==> src/rtl/core/mpu_region_table_top_assert.svh <==
// Assertion macros for the MPU region table.
// Included by the top level; needs a clock named clock and a reset named reset in scope.
`ifndef MPU_REGION_TABLE_TOP_ASSERT_SVH
`define MPU_REGION_TABLE_TOP_ASSERT_SVH

// Same-cycle implication, checked outside reset.
`define MPU_ASSERT_NOW(label, ante, cons) \
   label: assert property (@(posedge clock) disable iff (reset) (ante) |-> (cons)) \
      else $error("mpu region table check failed");

// Next-cycle implication, checked outside reset.
`define MPU_ASSERT_NEXT(label, ante, cons) \
   label: assert property (@(posedge clock) disable iff (reset) (ante) |=> (cons)) \
      else $error("mpu region table check failed");

`endif

==> src/rtl/core/mpu_rt_pkg.sv <==
// Shared types, constants and helper functions for the MPU region table.
// No dependencies; used by mpu_rt_cmp and mpu_region_table_top.
package mpu_rt_pkg;

   // Defaults for the top-level parameters.
   localparam int NUM_REGIONS_DEF     = 8;
   localparam int MIN_REGION_BITS_DEF = 8;

   // Smallest region exponent the RBAR layout allows.
   localparam int ALIGN_BITS = 5;

   // Largest region exponent.
   localparam logic [4:0] MAX_REGION_BITS = 5'd31;

   // Operation codes of the request channel.
   localparam logic OP_CONFIG = 1'b0;
   localparam logic OP_LOOKUP = 1'b1;

   // Reciprocal of three for the scaled-size division.
   localparam logic [31:0] RECIP3 = 32'hAAAA_AAAB;

   // Mask that clears the low address bits that RBAR does not hold.
   localparam logic [31:0] RBAR_ADDR_MASK = 32'hFFFF_FFE0;

   // Operands of the shared compare unit.
   typedef struct packed {
      logic [31:0] a0;
      logic [31:0] b0;
      logic [31:0] a1;
      logic [31:0] b1;
   } cmp_req_type;

   // Results of the shared compare unit.
   typedef struct packed {
      logic ge0;
      logic ge1;
   } cmp_rsp_type;

   // Map the access code onto the RASR AP field; reserved codes give no access.
   function automatic logic [2:0] ap_of_access(input logic [2:0] acc);
      logic [2:0] ap;
      case (acc)
         3'd1:    ap = 3'd5;
         3'd2:    ap = 3'd6;
         3'd3:    ap = 3'd1;
         3'd4:    ap = 3'd2;
         3'd5:    ap = 3'd3;
         default: ap = 3'd0;
      endcase
      return ap;
   endfunction

endpackage

==> src/rtl/core/mpu_rt_cmp.sv <==
// Shared unsigned compare unit of the MPU region table.
// Depends on mpu_rt_pkg for the operand and result structs.
module mpu_rt_cmp (
   input  mpu_rt_pkg::cmp_req_type cmp_req,
   output mpu_rt_pkg::cmp_rsp_type cmp_rsp
);

   // Two independent magnitude compares: range low/high bound or size search.
   always_comb begin
      cmp_rsp.ge0 = (cmp_req.a0 >= cmp_req.b0);
      cmp_rsp.ge1 = (cmp_req.a1 >= cmp_req.b1);
   end

endmodule

==> src/rtl/core/mpu_region_table_top.sv <==
// MPU region table: a small sequencer around one shared compare unit.
// Depends on mpu_rt_pkg, mpu_rt_cmp and mpu_region_table_top_assert.svh.
//
// A configure transfer runs from acceptance to the result register in these steps:
// ST_MUL scales the size by 8/6 with a reciprocal multiply, ST_SRCH runs
// a binary search for the region exponent on the shared comparator, ST_ALIGN
// aligns the base and ST_LIMIT builds the RASR/RBAR words and writes the table.
// A lookup transfer runs in ST_SCAN: the shared comparator
// checks one region per cycle from the highest slot down and stops at the
// first hit. The final step of either waits while the previous result is
// still held in a full output register. Only one transfer is in flight; a new
// request is taken while the previous result still waits in the output register.
module mpu_region_table_top #(
   parameter int NUM_REGIONS     = mpu_rt_pkg::NUM_REGIONS_DEF,
   parameter int MIN_REGION_BITS = mpu_rt_pkg::MIN_REGION_BITS_DEF
) (
   input  logic        clock,
   input  logic        reset,
   input  logic        req_valid,
   output logic        req_ready,
   input  logic        req_opcode,
   input  logic [2:0]  req_region_no,
   input  logic [31:0] req_address,
   input  logic [31:0] req_size_bytes,
   input  logic [2:0]  req_access_code,
   input  logic        req_executable,
   output logic        rsp_valid,
   input  logic        rsp_ready,
   output logic        rsp_hit,
   output logic [2:0]  rsp_slot,
   output logic [31:0] rsp_region_base,
   output logic [31:0] rsp_region_limit,
   output logic [31:0] rsp_attr_word,
   output logic [31:0] rsp_base_word,
   output logic [2:0]  rsp_slot_access
);

   localparam int IDX_W = (NUM_REGIONS > 1) ? $clog2(NUM_REGIONS) : 1;
   localparam logic [IDX_W-1:0] TOP_IDX = IDX_W'(NUM_REGIONS - 1);
   localparam logic [4:0] NUM_REG_W = 5'(NUM_REGIONS);
   localparam logic [4:0] LIM_BITS =
      5'((MIN_REGION_BITS < mpu_rt_pkg::ALIGN_BITS) ? mpu_rt_pkg::ALIGN_BITS
                                                    : MIN_REGION_BITS);

   typedef enum logic [5:0] {
      ST_IDLE  = 6'b000001,
      ST_MUL   = 6'b000010,
      ST_SRCH  = 6'b000100,
      ST_ALIGN = 6'b001000,
      ST_LIMIT = 6'b010000,
      ST_SCAN  = 6'b100000
   } state_type;

   // Sequencer and working registers.
   state_type        state_ff, state_in;
   logic [2:0]       region_ff, region_in;
   logic [31:0]      addr_ff, addr_in;
   logic [31:0]      size_ff, size_in;
   logic [2:0]       acc_ff, acc_in;
   logic             exe_ff, exe_in;
   logic [31:0]      scaled_ff, scaled_in;
   logic [4:0]       lo_ff, lo_in;
   logic [4:0]       hi_ff, hi_in;
   logic [4:0]       bits_ff, bits_in;
   logic [31:0]      base_ff, base_in;
   logic [IDX_W-1:0] idx_ff, idx_in;

   // Result register.
   logic        rsp_valid_ff, rsp_valid_in;
   logic        rsp_hit_ff, rsp_hit_in;
   logic [2:0]  rsp_slot_ff, rsp_slot_in;
   logic [31:0] rsp_base_ff, rsp_base_in;
   logic [31:0] rsp_limit_ff, rsp_limit_in;
   logic [31:0] rsp_attr_ff, rsp_attr_in;
   logic [31:0] rsp_rbar_ff, rsp_rbar_in;
   logic [2:0]  rsp_acc_ff, rsp_acc_in;

   // Region table; an entry without its valid bit reads as never hitting.
   logic [NUM_REGIONS-1:0] valid_ff;
   logic [31:0]            base_store_ff [NUM_REGIONS];
   logic [31:0]            limit_store_ff [NUM_REGIONS];
   logic [31:0]            attr_store_ff [NUM_REGIONS];
   logic [2:0]             access_store_ff [NUM_REGIONS];
   logic                   store_we;
   logic [IDX_W-1:0]       store_idx;
   logic [31:0]            store_limit;
   logic [31:0]            store_attr;

   // Datapath helpers.
   mpu_rt_pkg::cmp_req_type cmp_req;
   mpu_rt_pkg::cmp_rsp_type cmp_rsp;
   logic [63:0] prod;
   logic [31:0] size_x4;
   logic [4:0]  mid;
   logic [4:0]  bits_sel;
   logic [31:0] rsize;
   logic [31:0] rmask;
   logic [31:0] start;
   logic        out_free;
   logic        accept;
   logic        entry_hit;
   logic        in_range;

   assign accept   = req_valid && req_ready;
   assign out_free = !rsp_valid_ff || rsp_ready;
   assign in_range = ({2'b00, region_ff} < NUM_REG_W);

   // Size times 8/6 equals (size times 4, taken modulo 2^31) divided by 3.
   assign size_x4 = {1'b0, size_ff[28:0], 2'b00};
   assign prod    = size_x4 * mpu_rt_pkg::RECIP3;

   // Midpoint of the exponent search.
   assign mid = 5'(({1'b0, lo_ff} + {1'b0, hi_ff}) >> 1);

   // Region exponent clamped to the minimum, then the rounded-up start.
   assign bits_sel = (lo_ff < LIM_BITS) ? LIM_BITS : lo_ff;
   assign rsize    = 32'd1 << bits_sel;
   assign rmask    = rsize - 32'd1;
   assign start    = ((addr_ff & rmask) != 32'd0) ? ((addr_ff & ~rmask) + rsize) : addr_ff;

   // Operand selection for the shared compare unit.
   always_comb begin
      cmp_req = '0;
      if (state_ff == ST_SRCH) begin
         cmp_req.a0 = 32'd1 << mid;
         cmp_req.b0 = scaled_ff;
      end else if (state_ff == ST_SCAN) begin
         cmp_req.a0 = addr_ff;
         cmp_req.b0 = base_store_ff[idx_ff];
         cmp_req.a1 = addr_ff;
         cmp_req.b1 = limit_store_ff[idx_ff];
      end
   end

   mpu_rt_cmp u_cmp (
      .cmp_req (cmp_req),
      .cmp_rsp (cmp_rsp)
   );

   // Base at or below the address, address below the limit.
   assign entry_hit = valid_ff[idx_ff] && cmp_rsp.ge0 && !cmp_rsp.ge1;

   // Words of a configure, built in the last step.
   assign store_limit = base_ff + size_ff;
   assign store_attr  = {3'b000, !exe_ff, 1'b0, mpu_rt_pkg::ap_of_access(acc_ff),
                         18'd0, bits_ff - 5'd1, 1'b1};
   assign store_idx   = IDX_W'(region_ff);

   // Sequencer.
   always_comb begin
      state_in     = state_ff;
      region_in    = region_ff;
      addr_in      = addr_ff;
      size_in      = size_ff;
      acc_in       = acc_ff;
      exe_in       = exe_ff;
      scaled_in    = scaled_ff;
      lo_in        = lo_ff;
      hi_in        = hi_ff;
      bits_in      = bits_ff;
      base_in      = base_ff;
      idx_in       = idx_ff;
      rsp_valid_in = rsp_valid_ff && !rsp_ready;
      rsp_hit_in   = rsp_hit_ff;
      rsp_slot_in  = rsp_slot_ff;
      rsp_base_in  = rsp_base_ff;
      rsp_limit_in = rsp_limit_ff;
      rsp_attr_in  = rsp_attr_ff;
      rsp_rbar_in  = rsp_rbar_ff;
      rsp_acc_in   = rsp_acc_ff;
      store_we     = 1'b0;
      unique case (state_ff)
         ST_IDLE: begin
            if (accept) begin
               region_in = req_region_no;
               addr_in   = req_address;
               size_in   = req_size_bytes;
               acc_in    = req_access_code;
               exe_in    = req_executable;
               idx_in    = TOP_IDX;
               state_in  = (req_opcode == mpu_rt_pkg::OP_CONFIG) ? ST_MUL : ST_SCAN;
            end
         end
         ST_MUL: begin
            scaled_in = {1'b0, prod[63:33]};
            lo_in     = 5'd0;
            hi_in     = mpu_rt_pkg::MAX_REGION_BITS;
            state_in  = ST_SRCH;
         end
         ST_SRCH: begin
            // Smallest exponent whose power of two covers the scaled size.
            if (cmp_rsp.ge0) begin
               hi_in = mid;
            end else begin
               lo_in = mid + 5'd1;
            end
            if (lo_in == hi_in) begin
               state_in = ST_ALIGN;
            end
         end
         ST_ALIGN: begin
            bits_in  = bits_sel;
            base_in  = start & mpu_rt_pkg::RBAR_ADDR_MASK;
            state_in = ST_LIMIT;
         end
         ST_LIMIT: begin
            if (out_free) begin
               store_we     = in_range;
               rsp_valid_in = 1'b1;
               rsp_hit_in   = in_range;
               rsp_slot_in  = region_ff;
               rsp_base_in  = base_ff;
               rsp_limit_in = store_limit;
               rsp_attr_in  = store_attr;
               rsp_rbar_in  = {base_ff[31:5], 1'b1, 1'b0, region_ff};
               rsp_acc_in   = acc_ff;
               state_in     = ST_IDLE;
            end
         end
         ST_SCAN: begin
            if (entry_hit) begin
               if (out_free) begin
                  rsp_valid_in = 1'b1;
                  rsp_hit_in   = 1'b1;
                  rsp_slot_in  = 3'(idx_ff);
                  rsp_base_in  = base_store_ff[idx_ff];
                  rsp_limit_in = limit_store_ff[idx_ff];
                  rsp_attr_in  = attr_store_ff[idx_ff];
                  rsp_rbar_in  = (base_store_ff[idx_ff] & mpu_rt_pkg::RBAR_ADDR_MASK) |
                                 {27'd0, 1'b1, 4'(idx_ff)};
                  rsp_acc_in   = access_store_ff[idx_ff];
                  state_in     = ST_IDLE;
               end
            end else if (idx_ff == '0) begin
               // No region holds the address: all result fields are zero.
               if (out_free) begin
                  rsp_valid_in = 1'b1;
                  rsp_hit_in   = 1'b0;
                  rsp_slot_in  = 3'd0;
                  rsp_base_in  = 32'd0;
                  rsp_limit_in = 32'd0;
                  rsp_attr_in  = 32'd0;
                  rsp_rbar_in  = 32'd0;
                  rsp_acc_in   = 3'd0;
                  state_in     = ST_IDLE;
               end
            end else begin
               idx_in = idx_ff - IDX_W'(1);
            end
         end
         default: begin
            state_in = ST_IDLE;
         end
      endcase
   end

   // Control registers.
   always_ff @(posedge clock) begin
      if (reset) begin
         state_ff     <= ST_IDLE;
         rsp_valid_ff <= 1'b0;
         valid_ff     <= '0;
      end else begin
         state_ff     <= state_in;
         rsp_valid_ff <= rsp_valid_in;
         if (store_we) begin
            valid_ff[store_idx] <= 1'b1;
         end
      end
   end

   // Payload registers and table entries.
   always_ff @(posedge clock) begin
      region_ff    <= region_in;
      addr_ff      <= addr_in;
      size_ff      <= size_in;
      acc_ff       <= acc_in;
      exe_ff       <= exe_in;
      scaled_ff    <= scaled_in;
      lo_ff        <= lo_in;
      hi_ff        <= hi_in;
      bits_ff      <= bits_in;
      base_ff      <= base_in;
      idx_ff       <= idx_in;
      rsp_hit_ff   <= rsp_hit_in;
      rsp_slot_ff  <= rsp_slot_in;
      rsp_base_ff  <= rsp_base_in;
      rsp_limit_ff <= rsp_limit_in;
      rsp_attr_ff  <= rsp_attr_in;
      rsp_rbar_ff  <= rsp_rbar_in;
      rsp_acc_ff   <= rsp_acc_in;
      if (store_we) begin
         base_store_ff[store_idx]   <= base_ff;
         limit_store_ff[store_idx]  <= store_limit;
         attr_store_ff[store_idx]   <= store_attr;
         access_store_ff[store_idx] <= acc_ff;
      end
   end

   // Port drive.
   assign req_ready        = (state_ff == ST_IDLE);
   assign rsp_valid        = rsp_valid_ff;
   assign rsp_hit          = rsp_hit_ff;
   assign rsp_slot         = rsp_slot_ff;
   assign rsp_region_base  = rsp_base_ff;
   assign rsp_region_limit = rsp_limit_ff;
   assign rsp_attr_word    = rsp_attr_ff;
   assign rsp_base_word    = rsp_rbar_ff;
   assign rsp_slot_access  = rsp_acc_ff;

   // Checks on the sequencer and the result words.
`include "mpu_region_table_top_assert.svh"

   `MPU_ASSERT_NEXT(a_busy_after_accept, accept, !req_ready)
   `MPU_ASSERT_NOW(a_hit_enabled, rsp_valid && rsp_hit, rsp_attr_word[0] && rsp_base_word[4])
   `MPU_ASSERT_NOW(a_search_bounds, state_ff == ST_SRCH, lo_ff < hi_ff)

endmodule

==> config.mk <==
export PLATFORM = sky130hd
export DESIGN_NAME = mpu_region_table_top
export DESIGN_NICKNAME = d
export VERILOG_FILES = /design/src/rtl/core/mpu_rt_pkg.sv /design/src/rtl/core/mpu_rt_cmp.sv /design/src/rtl/core/mpu_region_table_top.sv
export VERILOG_INCLUDE_DIRS = /design/src /design/src/rtl/core
export SDC_FILE = /design/constraint.sdc
export NUM_CORES = 2
export LEC_CHECK = 0
export BUFFER_PORTS_ARGS = -buffer_cell sky130_fd_sc_hd__buf_2
export CAP_MARGIN = 20
export CORE_AREA = 5 5 356 392
export CTS_CLUSTER_SIZE = 8
export DETAILED_ROUTE_END_ITERATION = 7
export DIE_AREA = 0 0 361 397
export GPL_TIMING_DRIVEN = 0
export PLACE_DENSITY = 0.56
export SLEW_MARGIN = 10
export SYNTH_ARGS = -nofsm -noshare
export SYNTH_HDL_FRONTEND = slang
export SYNTH_SLANG_ARGS = --single-unit
export TNS_END_PERCENT = 50
==> constraint.sdc <==
create_clock -name clock -period 13.05 [get_ports clock]
set_clock_uncertainty 0.1 [all_clocks]
set_input_delay 2.61 -clock clock [delete_from_list [all_inputs] [get_ports clock]]
set_output_delay 2.61 -clock clock [all_outputs]
set_load 0.1 [all_outputs]
==> flow_metrics.py <==
metrics = {
    "global_routing": {
        "grt.met3_usage": 0.0247,
        "grt-busiest-layer": "met2",
        "grt-ovfl-total": 0,
        "grt_antenna_before_repair": 6,
        "grt_use_met1": 0.259,
        "grt_max_degree": 41,
        "grtUsageTotal": 0.194,
        "grt_pass1_vias": 29700,
        "grt_pass1_wl_mm": 205,
        "use_met2": 0.329,
    },
    "clock_network": {
        "cts_hold_buf": 0,
        "cts_setup_buffers": 0,
        "root_buffer": "clkbuf_16",
        "clkLatencyLatePin_ns": 0.73,
        "cts_buffer_depth": 3,
        "clk_pin_slew_ns": 0.05,
        "cts.sinks": 808,
        "htreeDepth": 3,
        "numCtsBuffers": 112,
        "ctsResizeCount": 0,
        "cts_tree": "done",
    },
    "yosys": {
        "async_reset_ff_frac": 0,
        "synth-seq-cells": 808,
        "synth-simple-area-share": 0.0567,
        "syn_area_sq_um": 46900,
        "yosysUniqueCellTypes": 92,
        "synth_xor_xnor_area_share": 0.0215,
        "seq_area_frac_synth": 0.513,
        "syn_inst": 3331,
        "synth_top_family_by_area": "adder cells",
        "muxShareOfSynthArea": 0.0875,
        "ys_warn_count": 0,
        "synth_edf_count": 790,
        "synth_compound_area_frac": 0.0796,
        "avgSynthCellArea_sq_um": 14.1,
        "synth_ff_type": "edfxtp_1",
        "synthAdderAreaFrac": 0.199,
    },
    "critical_path": {
        "reg2reg_slack_ns": 3.99,
        "crit_required_ns": 13.38,
        "path_max_fanout": 5,
        "cp_slowest_cell": "fa_1",
        "path_cells": "ha_1 > inv_1 > fa_1 > inv_1 > fa_1 > inv_1 > fa_1 > inv_1 > ha_1 > xnor2_1 > fa_1 > fa_1 > fa_1 > ha_1 > nand4_1 > nor4_1 > a22oi_1 > a311oi_1 > nor3_2 > o21bai_1 > a21o_1 > a21oi_1 > o21ai_1 > xor2_1",
        "cpPeakStageDelay_ns": 0.92,
        "regToRegStartpoint": "size_ff[5]",
        "worstPathArrival_ns": 9.39,
        "critPathMostFrequentCell": "fa_1",
        "cp_top_family": "adder cells",
        "worst-path-buf-inv": 4,
        "r2r-end": "scaled_ff[16]",
        "path_class": "flop to flop",
        "start_kind": "flop",
        "critPathCaptureType": "flop",
        "reg2reg_depth": 24,
    },
    "timing": {
        "drv_slew": 0,
        "postLayoutSetupSlackWorst_ns": 3.99,
        "hold_viol_final": 0,
        "fin_hold_ws_ns": 0.371,
        "fmax_ghz": 0.110,
        "setup_viol": 0,
        "rsz0062_at_grt": "false",
        "tightest_slew_ns": 1.19,
        "period_minus_slack_ns": 9.06,
        "slew_headroom": 0.208,
        "min_period_over_period": 0.694,
    },
    "final_layout": {
        "drive_gt1_frac": 0.178,
        "fin_cells": 5559,
        "post-route-util": 0.401,
        "synthToLayoutAreaGrowth_pct": 15.8,
        "nNetsFinal": 4415,
    },
    "route": {
        "wl_per_cell_um": 25.3,
        "drc": 0,
        "vias_per_cell": 5.25,
        "drt-initial-drc-count": 2774,
        "routed_wl_mm": 140,
        "drt_first_pass_iters": 8,
        "vias": 29200,
        "ant_nets": 0,
    },
    "place": {
        "placed_cells": 5399,
        "port_buffers": 184,
        "hpwl_mm": 108,
        "pre_cts_ws_ns": 3.89,
        "gp_congestion": 0.937,
    },
    "flow_run": {
        "maxCapViolations": 0,
    },
    "floorplan": {
        "start_util": 0.346,
        "core_sq_um": 135000,
        "die_w_um": 361,
        "dieArea_sq_um": 143000,
        "placementRows": 142,
        "io_pins": 213,
        "die_h_um": 397,
    },
    "worst_hold_path": {
        "hold_path_class": "flop to flop",
        "min_to": "valid_ff[0]",
        "hp-start": "valid_ff[0]",
        "min_path_cells": 2,
    },
    "run_status": {
        "status": "completed",
    },
}
==> sequential cells by signal, summed over array words and instances (netlist names), 10 cells and up, named ones only <==
| register | cells |
|---|---|
| rsp_region_limit | 32 |
| base_store_ff | 216 |
| base_ff | 27 |
| scaled_ff | 30 |
| attr_store_ff | 72 |
| access_store_ff | 24 |
| rsp_attr_word | 10 |
| addr_ff | 32 |
| size_ff | 32 |
| rsp_base_word | 27 |
| limit_store_ff | 256 |
==> how the worst max path moves through the flow <==
stage / cells past startpoint / end / slack [ns] / startpoint
finish: 24 / scaled_ff[16] / 3.99 / size_ff[5]
global route: 26 / scaled_ff[16] / 3.54 / size_ff[7]
CTS: 24 / scaled_ff[16] / 3.84 / size_ff[7]
detailed placement: 24 / scaled_ff[16] / 3.89 / size_ff[7]
global placement: 4 / base_store_ff[0][10] / -1.49 / rsp_ready
floorplan: 3 / access_store_ff[1][0] / 4.52 / rsp_ready
==> cell type report <==
| class | instances | area [sq um] |
|---|---|---|
| diodes | 1 | 2.50 |
| plain buffers | 166 | 878 |
| clock buffers | 143 | 2940 |
| clock inverters | 11 | 168 |
| fillers | 12600 | 81100 |
| inverters | 292 | 1100 |
| multi-input cells | 2095 | 21000 |
| flip-flops and latches | 808 | 24100 |
| well taps | 1800 | 2250 |
| repair buffers | 243 | 1870 |
==> layout by cell type (no fill, tap or decap), types with 41 or more instances in the layout <==
| master | instances |
|---|---|
| clkbuf_16 | 113 |
| mux2i_1 | 41 |
| a21o_1 | 103 |
| buf_2 | 203 |
| a21oi_1 | 137 |
| xnor2_1 | 69 |
| xor2_1 | 41 |
| nand2_1 | 166 |
| edfxtp_1 | 790 |
| o21ai_0 | 85 |
| clkbuf_1 | 102 |
| buf_4 | 74 |
| ha_1 | 412 |
| mux4_2 | 144 |
| nor2_1 | 159 |
| inv_1 | 291 |
| fa_1 | 209 |
==> metal layers <==
metal / up-vias / part of all wire
met5: - / 0.000093
met4: 2 / 0.034
met3: 198 / 0.055
met2: 965 / 0.49
met1: 15000 / 0.42
li1: 13000 / -
==> logic make-up (layout without fill, tap and decap cells) <==
kind of cell             after synthesis  count (layout)
flip-flops                           808             808
adder cells (fa/ha/maj)              621             621
AND/OR/NAND/NOR                      558             558
AO/OA/AOI/OAI                        547             547
buffers and inverters                458             855
multiplexers                         225             225
XOR/XNOR                             112             112
other                                  2              33
==> cell usage after synthesis (69+ instances only) <==
master    count  share of area
edfxtp_1    790           0.51
ha_1        412           0.11
inv_1       291          0.023
fa_1        209          0.089
nand2_1     166          0.013
nor2_1      166          0.013
mux4_2      144          0.069
a21oi_1     137          0.015
a21o_1      103          0.016
o21ai_0      85         0.0091
clkbuf_1     72         0.0058
xnor2_1      69          0.013
==> worst min-delay path, stage by stage (launching register included) <==
cell     delay, ns
dfxtp_1       0.32
nor2_1        0.05
nor2_1        0.07
==> metrics by stage <==
stage	instance area (sq um)	setup TNS [ns]
after global placement	50200	-197.80
after global routing	54300	0
after CTS	54300	0
after floorplan	47000	0
after detailed placement	51200	0
final	54300	0
Power is left out: the tool's default activity adds up to more than one toggle a clock period on the data nets, which glitch-free logic cannot reach.
